## config.mk

```make
export PLATFORM = sky130hd
export DESIGN_NAME = tft_ctrl
export DESIGN_NICKNAME = d
export VERILOG_FILES = /design/src/rtl/tagged_flag_table_top_assert.svh /design/src/rtl/tft_pkg.sv /design/src/rtl/tft_ctrl.sv
export SDC_FILE = /design/constraint.sdc
export NUM_CORES = 1
export LEC_CHECK = 0
export BUFFER_PORTS_ARGS = -buffer_cell sky130_fd_sc_hd__buf_4
export CAP_MARGIN = 20
export CORE_AREA = 5 5 42 44
export DETAILED_ROUTE_END_ITERATION = 10
export DIE_AREA = 0 0 47 49
export HOLD_SLACK_MARGIN = 0.03
export PLACE_DENSITY_LB_ADDON = 0.25
export SYNTH_ARGS = -nofsm -noshare
export SYNTH_HDL_FRONTEND = slang
export SYNTH_SLANG_ARGS = --single-unit
```

## constraint.sdc

```tcl
create_clock -name clk -period 3.13 [get_ports clk]
set_clock_uncertainty 0.1 [all_clocks]
set_input_delay 0.626 -clock clk [delete_from_list [all_inputs] [get_ports clk]]
set_output_delay 0.626 -clock clk [all_outputs]
set_load 0.01 [all_outputs]
```

## src/rtl/tagged_flag_table_top_assert.svh

```systemverilog
// assertion macros for the tagged flag table
// no dependencies, included by the top level
`ifndef TAGGED_FLAG_TABLE_TOP_ASSERT_SVH
`define TAGGED_FLAG_TABLE_TOP_ASSERT_SVH

// same-cycle implication
`define TFT_ASSERT_IMP(label, clk, rst_n, ante, cons, msg) \
  label: assert property (@(posedge clk) disable iff (!rst_n) (ante) |-> (cons)) \
    else $error(msg);

// next-cycle implication
`define TFT_ASSERT_NXT(label, clk, rst_n, ante, cons, msg) \
  label: assert property (@(posedge clk) disable iff (!rst_n) (ante) |=> (cons)) \
    else $error(msg);

`endif

```

## src/rtl/tft_pkg.sv

```systemverilog
// shared types and constants of the tagged flag table
// no dependencies
package tft_pkg;

  localparam int HASH_W = 32;
  localparam int TAG_W  = 8;
  localparam int FLAG_W = 8;
  localparam int SIZE_W = 13;
  localparam int DIV_CNT_W = $clog2(HASH_W);

  typedef enum logic {
    OP_LOOKUP = 1'b0,
    OP_ADD    = 1'b1
  } tft_op_t;

  typedef enum logic [2:0] {
    ST_CLEAR,
    ST_IDLE,
    ST_DIV,
    ST_READ,
    ST_EVAL
  } tft_state_t;

  typedef struct packed {
    logic valid;
    logic [TAG_W-1:0]  tag;
    logic [FLAG_W-1:0] flags;
  } tft_slot_t;

  typedef struct packed {
    logic clr_step;
    logic start;
    logic div_step;
    logic rd_en;
    logic wr_en;
    logic out_load;
  } tft_cmd_t;

  typedef struct packed {
    logic clr_last;
    logic div_last;
    logic op_add;
    logic out_free;
  } tft_stat_t;

endpackage

```

## src/rtl/tft_ctrl.sv

```systemverilog
// controller state machine of the tagged flag table
// depends on tft_pkg
module tft_ctrl (
  input  logic              clk,
  input  logic              rst_n,
  input  logic              in_tvalid,
  output logic              in_tready,
  input  tft_pkg::tft_stat_t stat,
  output tft_pkg::tft_cmd_t  cmd
);
  import tft_pkg::*;

  tft_state_t state_r, state_nxt;

  always_ff @(posedge clk) begin
    if (!rst_n) begin
      state_r <= ST_CLEAR;
    end else begin
      state_r <= state_nxt;
    end
  end

  always_comb begin
    state_nxt = state_r;
    unique case (state_r)
      ST_CLEAR: if (stat.clr_last) state_nxt = ST_IDLE;
      ST_IDLE:  if (in_tvalid) state_nxt = ST_DIV;
      ST_DIV:   if (stat.div_last) state_nxt = ST_READ;
      ST_READ:  state_nxt = ST_EVAL;
      ST_EVAL:  if (stat.op_add || stat.out_free) state_nxt = ST_IDLE;
      default:  state_nxt = ST_CLEAR;
    endcase
  end

  always_comb begin
    cmd = '0;
    in_tready = 1'b0;
    unique case (state_r)
      ST_CLEAR: cmd.clr_step = 1'b1;
      ST_IDLE: begin
        in_tready = 1'b1;
        cmd.start = in_tvalid;
      end
      ST_DIV:  cmd.div_step = 1'b1;
      ST_READ: cmd.rd_en = 1'b1;
      ST_EVAL: begin
        cmd.wr_en    = stat.op_add;
        cmd.out_load = !stat.op_add && stat.out_free;
      end
      default: cmd = '0;
    endcase
  end

endmodule

```

==> flow_summary.toml, run 1 <==
[worst_setup_path]
path_cells = "nor3b_2, and3b_1, buf_4"
startpoint_type = "flip-flop"
path_depth = 3
worst_setup_path_end_kind = "output pin"
worst-path-buf-inv = 1
critPathTopFamily = "simple AND/OR/NAND/NOR gates"
cpPeakStageDelay_ns = 0.42
critPathArrivalTime_ns = 1.26
worstSetupPathType = "flip-flop to output pin"
r2r_cells = 3
cp.required_ns = 2.40
critPathMaxFanout = 6
critical_path.slowest_cell = "dfxtp_1"

[floorplan]
die_h_um = 49
rows = 14
io_pins = 14
start_util_pct = 16.16
die_w_um = 47
die_area_um2 = 2303
core_um2 = 1401

[clock_tree]
htree_levels = 1
clkLatencyLatePin_ns = 0.23
hold_buffers = 0
clockBufferDepth = 2
clkSinkCount = 3
cts_tree = "done"
cts_buffers = 3
cts_resized = 0
post_cts_buffers = 0
clk_pin_slew_worst_paths_ns = 0.04
clock-root-buffer = "clkbuf_4"

[timing]
setup_tns_ns = 0
slew_viol_final = 0
finalHoldViolations = 0
finalWorstPathRequiredPeriod_ns = 1.990
post-route-worst-setup-slack_ns = 1.140
relSlewSlack_pct = 79.17
setup_violations = 0
finalCritPeriodShare_pct = 63.58
grt_setup_unrepaired = "false"
tightest_slew_ns = 0.3120
max_freq_mhz = 502.5

[detailed_routing]
drt-initial-drc-count = 5
vias = 226
vias_per_cell = 4.036
wire_per_inst_um = 9.768
route.detailed.drc = 0
drtAntennaViolNets = 0
dr.pass1.iters = 2
drt_wl_total_um = 547

[power]
ir_drop_v = 0.0001502
p_leak_nw = 0.1779
totalPowerFinal_w = 0.0001511
p_per_area_nw_per_um2 = 408.1

[final_layout]
largest-register = "state_r"
area_growth_pct = 63.54
n_antenna_cell = 0
largest_reg_flops = 3
final_layout_size_suffix_gt1_share_pct = 60.00
fillCellCount = 169
reg.largest.list = "state_r (3)"
final_nets = 48

[yosys]
synth_cells = 23
synth_area_leaders = "dfxtp_1 27%, nor3b_2 11%, nand3_2 8.8%"
ys_seq_area_share_pct = 26.52
synth.most_common_cell = "dfxtp_1"
syn-cell-area_um2 = 226.5
synth_top_area_share_pct = 26.52
synth.distinct_cells = 15
ys_seq_elements = 3
syn_nets = 30
yosys_warnings = 0
synth-async-reset-ratio_pct = 0
synth_area_leader_cell = "dfxtp_1"
syn_avg_cell_area_um2 = 9.846
synth_edf_count = 0
synth_ff_type = "dfxtp_1"

[global_routing]
grt_pass1_wl_um = 952
grt-ovfl-total = 0
grt_start_max_net_pins = 9
track_usage_pct = 6.197
grt_util_met3_pct = 3.321
grt_use_met1_pct = 5.934
antenna_found_initial = 0
top_usage_layer = "met2"
met2_usage_pct = 8.371
grt_pass1_vias = 246

[status]
status = "complete, no violations"

[placed_design]
port_buffers = 13
gp_congestion = 0.6875
dp_hpwl_um = 426.6
dp_slack_ns = 1.355

[flow_run]
cap_violations = 0

[worst_hold_path]
worstHoldPathCells = 1
min_path_type = "flip-flop to flip-flop"
==> logic make-up (layout without fill, tap and decap cells) <==
kind of cell	after synthesis	in the layout	synth area share, %
buf+inv	0	17	0
flops	3	3	26.52
mux	2	2	11.05
compound gates	1	1	3.868
simple gates	17	17	58.56
==> cells in the final DEF (no fill, tap or decap), drive strengths merged <==
cell    Yosys  final
nor2b       2      2
mux2i       1      1
nor3        1      1
and3b       2      2
nand3b      2      2
a21oi       1      1
and2        3      3
mux2        1      1
dfxtp       3      3
clkbuf      0      4
buf         0     13
nor2        2      2
nand3       2      2
nor3b       3      3
==> path summary, 6_finish.rpt <==
kind                             endpoint  slack, ns                    start
hold / removal    state_r[1]$_SDFFE_PN0P_       0.45  state_r[2]$_SDFFE_PN0P_
hold reg to reg   state_r[1]$_SDFFE_PN0P_       0.45  state_r[2]$_SDFFE_PN0P_
setup / recovery                   cmd[0]       1.14  state_r[2]$_SDFFE_PN0P_
setup reg to reg  state_r[0]$_SDFFE_PN0P_       1.96  state_r[1]$_SDFFE_PN0P_
==> per-layer routing <==
layer  vias to the layer above  wire, um  share of wire (%)
li1                        116         -                  -
met1                       101       221                 40
met2                         7       267                 49
met3                         2        41                7.5
met4                         0        17                3.1
met5                         -         0                  0
==> where the power goes <==
group	switching, W	internal [W]
logic	0.0000141	0.0000225
clock network	0.0000200	0.0000478
registers	0.00000547	0.0000413
total	0.0000395	0.000112
==> stage by stage <==
stage / instance area (um^2) / util (%) / hold slack, ns / std cells
floorplan: 226.5 / - / 0.3868 / 23
global placement: 344.1 / 24.55 / 0.4545 / 52
detailed placement: 344.1 / 24.55 / 0.4487 / 52
CTS: 370.4 / 26.43 / 0.4546 / 56
global route: 370.4 / 26.43 / 0.5071 / 56
finish: 370.4 / 26.43 / 0.4477 / 56
==> worst register-to-register path, cell delays in order (launching register included) <==
cell and delay, ns:
dfxtp_1 0.49, mux2_4 0.34, nand3_2 0.08, nand3_2 0.05
==> final cells by class <==
cell class              instances  area (um^2)  area share, %
clock buffers                   4        26.28          7.095
multi-input cells              20        166.4          44.93
flip-flops and latches          3        60.06          16.22
well taps                      16        20.02          5.405
repair buffers                 13        97.59          26.35
No activity file was read; power rests on OpenSTA's default activity.
==> inputs of run 2 (changes only) <==
Clock period 3.13 ns to 1.9 ns, I/O delays scaled along.
==> run 2 against run 1 <==
  * Sequential share of layout area stayed put
  * Final cell count is the same
  * Setup slack got worse by 0.96 ns
  * Wire length decreased by 2.7%
  * Non-clock buffer count unchanged
  * Register-to-register slack got worse by 1.2 ns
  * Count of clock-buffer cells in the layout is the same
  * Die area did not move
  * Via count up 0.44%
  * Highest routed layer unchanged
==> flow_summary.toml, run 2 (synthesis results as in run 1) <==
[timing]
setup_violations = 0
relSlewSlack_pct = 80.08
finalCritPeriodShare_pct = 90.51
max_freq_mhz = 581.5
finalHoldViolations = 0
grt_setup_unrepaired = "false"
finalWorstPathRequiredPeriod_ns = 1.720
setup_tns_ns = 0
post-route-worst-setup-slack_ns = 0.1804
tightest_slew_ns = 0.2985
slew_viol_final = 0

[detailed_routing]
drt-initial-drc-count = 0
route.detailed.drc = 0
drtAntennaViolNets = 0
vias_per_cell = 4.054
vias = 227
wire_per_inst_um = 9.500
drt_wl_total_um = 532
dr.pass1.iters = 1

[floorplan]
start_util_pct = 16.16
rows = 14
die_h_um = 49
die_w_um = 47
io_pins = 14
die_area_um2 = 2303
core_um2 = 1401

[clock_tree]
clock-root-buffer = "clkbuf_4"
cts_buffers = 3
clockBufferDepth = 2
post_cts_buffers = 0
cts_tree = "done"
clkLatencyLatePin_ns = 0.23
hold_buffers = 0
clkSinkCount = 3
cts_resized = 0
clk_pin_slew_worst_paths_ns = 0.04
htree_levels = 1

[status]
status = "complete, no violations"

[global_routing]
grt-ovfl-total = 0
grt_pass1_wl_um = 945
grt_pass1_vias = 231
antenna_found_initial = 0
track_usage_pct = 5.845
grt_start_max_net_pins = 9

[worst_setup_path]
critPathArrivalTime_ns = 1.24
cp.required_ns = 1.42
worstSetupPathType = "flip-flop to output pin"
worst_setup_path_end_kind = "output pin"
cpPeakStageDelay_ns = 0.40
startpoint_type = "flip-flop"
critical_path.slowest_cell = "dfxtp_1"
path_cells = "nor3b_2, and3b_1, buf_4"
critPathMaxFanout = 6

[final_layout]
largest_reg_flops = 3
final_layout_size_suffix_gt1_share_pct = 60.00
multi_input_area_um2 = 166.4
largest-register = "state_r"
fillCellCount = 163
final_nets = 48
reg.largest.list = "state_r (3)"
ff_latch_area_um2 = 60.06
area_growth_pct = 63.54
mostFrequentLayoutCell = "buf_4"
n_antenna_cell = 0
final_cell_area_um2 = 370.4
layout_common_cells = "13 x buf_4, 3 x clkbuf_4, 3 x dfxtp_1"

[flow_run]
cap_violations = 0

[placed_design]
gp_congestion = 0.5937
dp_slack_ns = 0.4061
port_buffers = 13
placed_area_um2 = 344.1
dp_hpwl_um = 423

[power]
p_per_area_nw_per_um2 = 672.7
ir_drop_v = 0.0002619
p_leak_nw = 0.1779

[worst_hold_path]
min_path_type = "input port to flip-flop"
==> run 2: cell counts in the layout (fill, tap and decap cells not counted) <==
Identical to the previous run, type by type.
==> run 2: where the power goes <==
part	switching [W]	total, W	internal, W
clock network	0.0000328	0.000111	0.0000787
logic	0.0000238	0.0000608	0.0000371
registers	0.00000876	0.0000768	0.0000681
total	0.0000653	0.000249	0.000184
==> run 2: stage by stage <==
stage          hold WS (ns)  instances  util [%]   power, W
6_report             0.3019         56     26.43  0.0002491
5_1_grt              0.3126         56     26.43  0.0002695
4_1_cts              0.2941         56     26.43  0.0002587
3_5_place_dp         0.4296         52     24.55  0.0001394
3_3_place_gp         0.4267         52     24.55  0.0001409
2_1_floorplan        0.3868         23         -  0.0001081
==> run 2: worst max-delay path: cells and delay by family (launching register included) <==
kind                   cells  cell delay [ns]
AND/OR/NAND/NOR            2             0.50
flip-flops                 1             0.40
buffers and inverters      1             0.11
==> run 2: worst paths after layout <==
check,start,to,slack (ns),cells past startpoint
worst max register to register,state_r[1]$_SDFFE_PN0P_,state_r[0]$_SDFFE_PN0P_,0.74,3
worst max-delay path,state_r[2]$_SDFFE_PN0P_,cmd[0],0.18,3
worst min register to register,state_r[2]$_SDFFE_PN0P_,state_r[1]$_SDFFE_PN0P_,0.43,1
worst min-delay path,rst_n,state_r[0]$_SDFFE_PN0P_,0.30,3
==> run 2: area by class of cell <==
cell class / count / area share [%]
clock buffer: 4 / 7.095
multi-input combinational: 20 / 44.93
sequential: 3 / 16.22
tap: 16 / 5.405
timing repair buffer: 13 / 26.35
==> run 2: metal layers <==
layer / wire length (um) / share of wire (%) / GRT usage [%]
met1: 190 / 36 / 6.154
met2: 272 / 51 / 8.145
met3: 52 / 9.8 / 1.476
met4: 17 / 3.2 / 6.912
met5: 0 / 0 / 0
